`src/rtl/tsme_pkg.sv`:
```
package tsme_pkg;

  localparam int VAL_W = 32;
  localparam int OP_W  = 3;

  localparam logic [OP_W-1:0] OP_APPEND_A = 3'd0;
  localparam logic [OP_W-1:0] OP_APPEND_B = 3'd1;
  localparam logic [OP_W-1:0] OP_BOTH     = 3'd2;
  localparam logic [OP_W-1:0] OP_ONLY_A   = 3'd3;
  localparam logic [OP_W-1:0] OP_ONLY_B   = 3'd4;
  localparam logic [OP_W-1:0] OP_UNION    = 3'd5;

  // token walking down the compare chain
  typedef struct packed {
    logic             vld;
    logic             fin;
    logic             src_b;
    logic             want;
    logic             hit;
    logic [VAL_W-1:0] val;
  } tsme_tok_t;

  // append write broadcast to every cell
  typedef struct packed {
    logic             wr_a;
    logic             wr_b;
    logic [VAL_W-1:0] wdata;
  } tsme_wr_t;

endpackage

```
`src/rtl/tsme_cell.sv`:
```
module tsme_cell import tsme_pkg::*; #(
  parameter int IDX = 0,
  parameter int CW  = 6
) (
  input  logic             clk,
  input  logic             rst_n,
  input  logic             adv,
  input  tsme_wr_t         wr,
  input  logic [CW-1:0]    cnt_a,
  input  logic [CW-1:0]    cnt_b,
  input  tsme_tok_t        tok_i,
  output tsme_tok_t        tok_o,
  output logic [VAL_W-1:0] a_val,
  output logic [VAL_W-1:0] b_val
);

  localparam logic [CW-1:0] IDX_C = CW'(IDX);

  logic [VAL_W-1:0] a_r;
  logic [VAL_W-1:0] b_r;
  tsme_tok_t        tok_r;
  tsme_tok_t        tok_nxt;
  logic             match;

  always_comb begin
    if (tok_i.src_b) begin
      match = (IDX_C < cnt_a) && (a_r == tok_i.val);
    end else begin
      match = (IDX_C < cnt_b) && (b_r == tok_i.val);
    end
    tok_nxt     = tok_i;
    tok_nxt.hit = tok_i.hit | (tok_i.vld & match);
  end

  always_ff @(posedge clk) begin
    if (!rst_n) begin
      tok_r <= '0;
    end else if (adv) begin
      tok_r <= tok_nxt;
    end
  end

  always_ff @(posedge clk) begin
    if (wr.wr_a && (cnt_a == IDX_C)) begin
      a_r <= wr.wdata;
    end
    if (wr.wr_b && (cnt_b == IDX_C)) begin
      b_r <= wr.wdata;
    end
  end

  assign tok_o = tok_r;
  assign a_val = a_r;
  assign b_val = b_r;

endmodule

```
`config.mk`:
```
export PLATFORM = sky130hd
export DESIGN_NAME = tsme_cell
export DESIGN_NICKNAME = d
export VERILOG_FILES = /design/src/rtl/tsme_pkg.sv /design/src/rtl/tsme_cell.sv
export SDC_FILE = /design/constraint.sdc
export NUM_CORES = 1
export LEC_CHECK = 0
export ABC_AREA = 1
export BUFFER_PORTS_ARGS = -buffer_cell sky130_fd_sc_hd__buf_2
export CORE_MARGIN = 10
export CORE_UTILIZATION = 50
export DETAILED_ROUTE_END_ITERATION = 8
export PLACE_DENSITY = 0.84
export SLEW_MARGIN = 20
export SYNTH_ARGS = -nofsm -noshare
export SYNTH_HDL_FRONTEND = slang
export SYNTH_SLANG_ARGS = --single-unit
```
`constraint.sdc`:
```
create_clock -name clk -period 4.1 [get_ports clk]
set_input_delay 0.615 -clock clk [delete_from_list [all_inputs] [get_ports clk]]
set_output_delay 0.615 -clock clk [all_outputs]
set_load 0.005 [all_outputs]
```
==> metrics, run 1 <==
status completed; slowest CP cell nor2_4; pre-CTS WS around 1.8 ns; Post-Synth XOR/XNOR Area 0.0555; TritonRoute pass-1 iters 7; vias in the first global route around 4000; clock network power share 0.359; Seq/Total Area, Yosys 0.625; Hold-fix buffers, CTS 0; fraction of the mapped netlist area in compound gates 0.0898; Post-Synth Adder-Cell Area 0; share of power burned in registers 0.546; All-Layer GR Usage 0.201; pin count of the biggest net entering global routing 45; mux contribution to synthesized area 0; combinational share of power 0.095; largest family of logic cells by synthesized area simple AND/OR/NAND/NOR gates; Starting Density 0.516; Yosys reg bits between 100 and 150; largest cells by area after synthesis edfxtp_1 (45%), dfxtp_1 (17%), nand2_1 (9.5%), xnor2_1 (5.1%), inv_1 (4.6%); CTS sink cnt 101; wire length on met2 ~6.1 mm; die width 112 um; Setup crit end kind register; Mapped Cells between 400 and 500; Cell Int Power roughly 1.6 mW; Core ar. 0.00826 mm^2; Clock Latency Late Sink between 0.3 and 0.4 ns; WL/cell 17.1 um; Vias per Instance approximately 4.9; nets@finish about 730; Worst EP required about 4.1 ns; switching pwr between 0.4 and 0.5 mW; final setup margin around 2.3 ns; Setup Skew about 0.0087 ns; # diodes 0; synth unique cells 20; syn avg cell area just over 9 um^2; slew margin rel. 0.305; total grt overflow 0; final period utilization 0.448; setup violators final 0; Die Ht about 110 um; Leak 2.65 nW; Root Driver clkbuf_8; DIE AREA ~0.013 mm^2; H-Tree Depth 3; cts bufs inserted 9; row count 33; Final Max Slew Viols 0; port buffer count 186; CP Class input port to register; Clock Tree Buf Depth 2; layout cells sized above 1 0.341; initial antenna violation count 1; Power Density roughly 370 mW/mm^2; setup_tns 0 ns; number of placed I/O pins around 190; maximum clock rate 0.544 GHz; # Max-Cap Violations 0; Synth Warn # 0; Max stage delay on crit path roughly 0.79 ns; worst-path fanout max 32; RSZ-0062 raised after global routing false; hold slack between 0.4 and 0.5 ns; Final HPWL DP slightly above 10 mm; synthesized-area fraction occupied by and/or/nand/nor cells 0.157; Critical Path, Cell by Cell buf_2 > nor2_1 > nand3_1 > nor2_4; Fin. Hold Viols 0; initial DRC count between 150 and 200; crit path launch type input port; Syn Nets roughly 540; Period minus WS final approximately 1.8 ns; post-CTS setup buffers 0; Post-Syn Area between 0.004 and 0.005 mm^2; Clk pin slew, worst setup/hold paths 0.10 ns; worst slew pin tran around 1.0 ns; M1 WL around 5.2 mm; Max VDD drop 0.000221 V; switch share 0.222; leading area contributor after synthesis edfxtp_1; via count of the routed design ~3700; Total Wirelength ~13 mm; CP Data Arrival Time 1.81 ns; final cell utilization of the core 0.671; GPL Wtd Cong approximately 0.82; top routing layer used met5; metal3 WL roughly 1.3 mm; first-pass GRT wire length between 20 and 25 mm; post_cts resized 0; CTS tree done; post-route ant nets 0; Area growth syn-to-layout 30.1%; Hold Path Class input port to register; post-synth top area share 0.451; # DRC 0
==> registers in the layout, summed over array words and instances, names as in the netlist <==
signal / flops
b_val: 32
a_val: 32
tok_o: 37
==> area by class of cell <==
class / instances / area (um^2)
clock buffer: 10 / 128
clock inverter: 6 / 111
fill: 686 / 2720
inverter: 71 / 267
multi-input combinational: 273 / 1310
sequential: 101 / 2660
tap: 105 / 131
timing repair buffer: 187 / 938
==> cells in the final DEF (no fill, tap or decap), drive strengths merged <==
cell,netlist,final
buf,1,187
nor2,51,51
nand2,109,109
edfxtp,64,64
xnor2,25,25
a21oi,31,31
inv,66,66
xor2,2,2
nand4,5,5
dfxtp,37,37
nand3,6,6
clkinvlp,0,1
o22ai,3,3
clkbuf,10,10
bufinv,0,3
clkinv,5,7
o21ai,41,41
==> stage by stage <==
stage	total power, mW	cells	instance area, um^2
detailed placement	1.34	737	5300
CTS	2.07	753	5540
global placement	1.33	737	5300
floorplan	1.23	456	4260
global route	2.15	753	5540
finish	2.06	753	5540
==> power groups by stage <==
stage                     registers [mW]  clock network [mW]  logic, mW
after floorplan                     1.15                   0     0.0819
after global placement              1.14                   0      0.189
after detailed placement            1.15                   0      0.196
after CTS                           1.12               0.753      0.197
after global routing                1.13               0.799      0.221
final                               1.12               0.737      0.195
==> synthesized netlist by cell type, drive strengths merged <==
cell and number:
o22ai 3, o21ai 41, edfxtp 64, xor2 2, nand4 5, buf 1
a21oi 31, nand2 109, nor2 51, xnor2 25, inv 66, nand3 6
clkbuf 10, dfxtp 37, clkinv 5
==> path summary, 6_finish.rpt <==
check,slack [ns],endpoint,cells after the start,from
hold / removal,0.44,b_val[5],1,wr[5]
hold reg to reg,0.51,tok_o[36],2,tok_o[36]
setup reg to reg,2.62,tok_o[32],9,a_val[27]
setup / recovery,2.26,a_val[14],4,cnt_a[0]
==> routing by layer <==
metal / global-route usage / vias to the layer above
met3: 0.0820 / 26
li1: - / 1840
met2: 0.333 / 164
met5: 0 / -
met4: 0.0702 / 2
met1: 0.229 / 1650
==> cells by family after synthesis <==
group	count (synthesis)
xor gates and xnor gates	27
and+or+nand+nor	171
AOI/OAI and AO/OA	75
DFF	101
buffers and inverters	82
==> worst max-delay path: cells and delay by family <==
kind	cells	cell delay, ns
AND/OR/NAND/NOR	3	1.08
buffers and inverters	1	0.10
(Power assumes the default switching activity.)
==> run 2: changes to the inputs <==
--- a/config.mk
+++ b/config.mk
@@ -5,12 +5,12 @@
 export SDC_FILE = /design/constraint.sdc
 export NUM_CORES = 1
 export LEC_CHECK = 0
-export ABC_AREA = 1
+export ABC_AREA = 0
 export BUFFER_PORTS_ARGS = -buffer_cell sky130_fd_sc_hd__buf_2
 export CORE_MARGIN = 10
-export CORE_UTILIZATION = 50
+export CORE_UTILIZATION = 47
 export DETAILED_ROUTE_END_ITERATION = 8
-export PLACE_DENSITY = 0.84
+export PLACE_DENSITY = 0.8
 export SLEW_MARGIN = 20
 export SYNTH_ARGS = -nofsm -noshare
 export SYNTH_HDL_FRONTEND = slang
==> constraint.sdc (replaced) <==
create_clock -name clk -period 1.7 [get_ports clk]
set_input_delay 0.255 -clock clk [delete_from_list [all_inputs] [get_ports clk]]
set_output_delay 0.255 -clock clk [all_outputs]
set_load 0.005 [all_outputs]
==> run 2 against run 1 <==
  * Register-to-register slack worse by 2.5 ns
  * Core utilization is 1.9 points lower
  * Total power is 120% higher
  * Sequential cell count stayed put
  * Wire length is 6.8% lower
  * Global-route usage is 1.9 points lower
  * Worst setup slack worse by 2.1 ns
  * Sequential power is 140% higher
  * Final area is 1.9% lower
  * Critical endpoint is now tok_o[32]
==> metrics, run 2 <==
status completed; # Max-Cap Violations 0; TritonRoute pass-1 iters 4; Final Max Slew Viols 0; Die Ht 113 um; first-pass GRT wire length around 18 mm; Leak 2.32 nW; Post-synth EDFFs 64; Mapped Cells approximately 280; FFs w/ async S/R, synth 0; post-route ant nets 0; largest cells by area after synthesis edfxtp_1 (47%), dfxtp_1 (18%), mux2i_1 (9.1%), xnor2_1 (8.2%), nor2b_1 (5.7%); via count of the routed design 2923; worst slew pin tran about 0.64 ns; initial antenna violation count 1; crit path launch type register; # DRC 0; Syn Nets approximately 370; top routing layer used met4; CTS tree done; most common cell in the netlist edfxtp_1; predominant post-synthesis flop cell edfxtp_1; cts bufs inserted 9; hold slack ~0.077 ns; Clk pin slew, worst setup/hold paths 0.10 ns; maximum clock rate 0.636 GHz; Hold Path Class input port to register; port buffer count ~190; initial DRC count between 100 and 150; post-synth top area share 0.472; Area growth syn-to-layout 33.4%; Clock Tree Buf Depth 2; slew margin rel. 0.572; Setup crit end kind register; leading area contributor after synthesis edfxtp_1; Clock Latency Late Sink between 0.3 and 0.4 ns; H-Tree Depth 3; CTS sink cnt between 100 and 150; Post-Syn Area approximately 0.0041 mm^2; GPL Wtd Cong about 0.84; All-Layer GR Usage 0.181; DIE AREA between 0.01 and 0.015 mm^2; Root Driver clkbuf_8; number of placed I/O pins roughly 190; vias in the first global route 3325; Final HPWL DP 9.80 mm; Seq/Total Area, Yosys 0.654; Core ar. 0.00834 mm^2; total grt overflow 0; commonest non-fill, non-tap cell in the layout buf_2; cell area after layout ~0.0054 mm^2; Hold-fix buffers, CTS 0; Yosys reg bits about 100; worst-path fanout max 2; setup violators final 0; row count 33; synth unique cells 21; wire length on met2 between 5 and 6 mm; placed cell areas approximately 0.0052 mm^2; # diodes 0; Worst EP required a little under 2 ns; nets@finish 563; Vias per Instance about 5; Hold Path Depth 1; WL/cell approximately 20 um; commonest non-fill, non-tap cells in the layout buf_2 (186), edfxtp_1 (64); Period minus WS final 1.57 ns; Total Wirelength between 10 and 15 mm; final period utilization 0.925; Setup Skew roughly 0.016 ns; Power Density about 850 mW/mm^2; Synth Warn # 0; CP Data Arrival Time roughly 1.8 ns; syn avg cell area 14.6 um^2; die width approximately 110 um; Worst R2R Path Depth 5; Synth top cells by count edfxtp_1 (64), xnor2_1 (38), dfxtp_1 (37), mux2i_1 (37), nor2b_1 (37); Max VDD drop around 0.00054 V; CP Class register to register; metal3 WL about 1.2 mm; Fin. Hold Viols 0; M1 WL ~4.6 mm; max FFs per register 37; pin count of the biggest net entering global routing 38; Starting Density 0.488; layout cells sized above 1 0.448; RSZ-0062 raised after global routing false
## run 2: cell count changes after synthesis, moves of 14 or more
| cell | previous run | this run |
|---|---|---|
| a21oi_1 | 30 | 0 |
| inv_1 | 52 | 0 |
| inv_2 | 14 | 0 |
| mux2i_1 | 0 | 37 |
| nand2_1 | 108 | 0 |
| nor2_1 | 51 | 1 |
| nor2b_1 | 0 | 37 |
| o21ai_0 | 36 | 0 |
| xor2_1 | 2 | 26 |
## run 2: stage by stage
step                setup slack, ns  cells  utilization  TNS (ns)  total power, mW
floorplan                    0.0386    279            -         0             2.95
global placement            -0.0914    571        0.628     -4.79             3.19
detailed placement          -0.0978    571        0.628     -5.49             3.21
CTS                         0.00829    587        0.651         0             4.65
global route                 0.0142    587        0.652         0             4.77
finish                        0.128    587        0.652         0             4.60
## run 2: routing by layer
layer  up-vias  global-route usage
met2       132               0.306
met3        12              0.0766
met5         -                   0
met1      1386               0.199
met4         0              0.0643
li1       1393                   -
## run 2: path summary, 6_finish.rpt
| kind | start | to | slack, ns |
|---|---|---|---|
| worst max-delay path | b_val[9] | tok_o[32] | 0.13 |
| worst min-delay path | wr[15] | a_val[15] | 0.08 |
| worst max register to register | b_val[9] | tok_o[32] | 0.13 |
| worst min register to register | tok_o[4] | tok_o[4] | 0.52 |
## run 2: logic make-up (layout without fill, tap and decap cells)
kind of cell / Yosys count / in the layout / synth area share
flops: 101 / 101 / 0.654
simple gates: 66 / 66 / 0.104
compound gates: 3 / 3 / 0.00522
xor+xnor: 64 / 64 / 0.138
mux: 37 / 37 / 0.0909
buf+inv: 8 / 211 / 0.00860
## run 2: layout make-up
| type | count | area, um^2 |
|---|---|---|
| clock inverter | 4 | 30.0 |
| clock buffer | 12 | 156 |
| fill | 669 | 2900 |
| multi-input combinational | 170 | 1400 |
| sequential | 101 | 2660 |
| timing repair buffer | 195 | 1060 |
| tap | 105 | 131 |
## run 2: worst max-delay path: stages (launching register included)
cell and delay (ns):
edfxtp_1 0.41, xor2_1 0.17, or4_4 0.54, nor4_2 0.17, a31oi_1 0.12, o31ai_1 0.07
## run 2: timing repair
item	CTS	global route
setup endpoints to repair	1	1
gates resized for setup	1	1
buffers inserted	0	0
## run 2: power by group
| group | total (mW) | internal [mW] | switching (mW) |
|---|---|---|---|
| registers | 2.69 | 2.66 | 0.0311 |
| logic | 0.457 | 0.233 | 0.224 |
| clock network | 1.45 | 0.632 | 0.819 |
==> run 3: changes to the inputs <==
--- a/config.mk
+++ b/config.mk
@@ -11,7 +11,7 @@
 export CORE_UTILIZATION = 47
 export DETAILED_ROUTE_END_ITERATION = 8
 export PLACE_DENSITY = 0.8
-export SLEW_MARGIN = 20
+export SETUP_SLACK_MARGIN = 0.15
 export SYNTH_ARGS = -nofsm -noshare
 export SYNTH_HDL_FRONTEND = slang
 export SYNTH_SLANG_ARGS = --single-unit
==> run 3 against run 2 <==
  * Worst hold slack better by 0.011 ns
  * Non-clock buffer count up 3
  * Register-to-register slack is essentially flat
  * Sequential cell count did not move
  * First-iteration DRC count rose by 2.8%
  * Clock-buffer cell count fell by 1
  * Wire length is 1.8% higher
  * Sequential share of layout area is 0.60 points lower
  * Combinational power increased by 3%
  * Highest routed layer is now met5
==> metrics, run 3 (same netlist as run 2, synthesis figures left out) <==
status completed; Worst EP required 1.96 ns; Leak 2.37 nW; Clk pin slew, worst setup/hold paths 0.10 ns; Hold Path Class input port to register; Max stage delay on crit path ~0.56 ns; Setup Skew 0.0165 ns; CP Data Arrival Time around 1.8 ns; cell area after layout between 0.005 and 0.006 mm^2; port buffer count 186; All-Layer GR Usage 0.184; setup_tns 0 ns; slew margin rel. 0.714; Hold Startpoint wr[9]; nets@finish 566; worst hold endpoint a_val[9]; row count 33; via count of the routed design 2947; initial DRC count 112; CP Class register to register; TritonRoute pass-1 iters 4; Clock Latency Late Sink 0.35 ns; Die Ht roughly 110 um; number of placed I/O pins between 150 and 200; final period utilization 0.927; cts bufs inserted 9; Filler cells 642; Max VDD drop between 0.0004 and 0.0005 V; multi-input logic area roughly 0.0014 mm^2; Power Density ~850 mW/mm^2; Clock Tree Buf Depth 2; commonest non-fill, non-tap cells in the layout buf_2 (186), edfxtp_1 (64); # Max-Cap Violations 0; Total Wirelength between 10 and 15 mm; Fin. Hold Viols 0; setup violators final 0; post-route ant nets 0; worst-path fanout max 2; Final HPWL DP roughly 10 mm; Vias per Instance approximately 5; WL/cell just over 20 um; die width approximately 110 um; Final Max Slew Viols 0; RSZ-0062 raised after global routing true; Largest delay share family, worst path simple AND/OR/NAND/NOR gates; total design power 4.70 mW; Hold-fix buffers, CTS 0; pin count of the biggest net entering global routing 38; CP Depth 5; Setup crit end kind register; initial antenna violation count 1; Core ar. roughly 0.0083 mm^2; max FFs per register 37; vias in the first global route 3280; layout cells sized above 1 0.463; Root Driver clkbuf_8; Starting Density 0.488; DIE AREA about 0.013 mm^2; Period minus WS final about 1.6 ns; Reg2Reg Launch Point b_val[9]; Area growth syn-to-layout 35.1%; total grt overflow 0; # diodes 0; Reg2Reg Setup Slack approximately 0.12 ns; placed cell areas between 0.005 and 0.006 mm^2; Worst R2R Path Depth 5; Critical Path, Cell by Cell xor2_1 > or4_4 > nor4_4 > a31oi_1 > o31ai_1; Hold Path Depth 1; worst slew pin tran about 0.43 ns; FF/Latch Area between 0.002 and 0.003 mm^2; CTS tree done; CTS sink cnt 101; # DRC 0; crit path launch type register; Worst Path Buf+Inv 0; first-pass GRT wire length roughly 18 mm; slowest CP cell or4_4; H-Tree Depth 3; maximum clock rate roughly 0.63 GHz; Reg2Reg Capture Point tok_o[32]; GPL Wtd Cong 0.837; commonest non-fill, non-tap cell in the layout buf_2
[run 3: cell count changes in the layout (fill, tap and decap cells not counted), moves of 2 or more]
cell / previous run / this run
or4_1: 2 / 0
nor3_1: 3 / 1
or4_4: 1 / 3
clkbuf_8: 9 / 11
clkbuf_1: 2 / 0
buf_4: 4 / 7
nor3_2: 0 / 2
inv_6: 2 / 0
[run 3: worst max path at each step]
stage | from | to | slack [ns]
after floorplan | cnt_b[3] | b_val[0] | 0.1
after global placement | tok_i[24] | tok_o[32] | -0.07
after detailed placement | a_val[24] | tok_o[32] | -0.08
after CTS | b_val[9] | tok_o[32] | 0.11
after global routing | a_val[24] | tok_o[32] | 0.02
final | b_val[9] | tok_o[32] | 0.12
[run 3: final cells by class]
class / count / share of cell area
Multi-Input combinational cell: 170 / 0.259
Clock inverter: 4 / 0.00864
Tap cell: 105 / 0.0239
Sequential cell: 101 / 0.484
Clock buffer: 11 / 0.0275
Timing Repair Buffer: 198 / 0.197
[run 3: layer usage]
metal  wire [um]  GRT usage
met4         196     0.0592
met5           7          0
met3        1140     0.0713
met2        6010      0.312
met1        4830      0.207
[run 3: report_power, final]
| part | leakage (nW) | internal (mW) | total (mW) | switching (mW) |
|---|---|---|---|---|
| combinational | 1.38 | 0.237 | 0.469 | 0.232 |
| sequential | 0.881 | 2.66 | 2.69 | 0.0313 |
| clock | 0.103 | 0.750 | 1.53 | 0.785 |
[run 3: timing repair]
item	CTS	global route
buffers inserted	0	1
pin swaps	1	0
setup endpoints to repair	1	1
gates resized for setup	4	0
[run 3: per-stage QoR]
| step | cells | util | worst slack, ns | hold slack (ns) |
|---|---|---|---|---|
| after floorplan | 279 | - | 0.0958 | 0.354 |
| after global placement | 573 | 0.632 | -0.0740 | 0.444 |
| after detailed placement | 573 | 0.632 | -0.0839 | 0.450 |
| after CTS | 588 | 0.659 | 0.108 | 0.0730 |
| after global routing | 589 | 0.660 | 0.0219 | 0.0693 |
| final | 589 | 0.660 | 0.124 | 0.0884 |
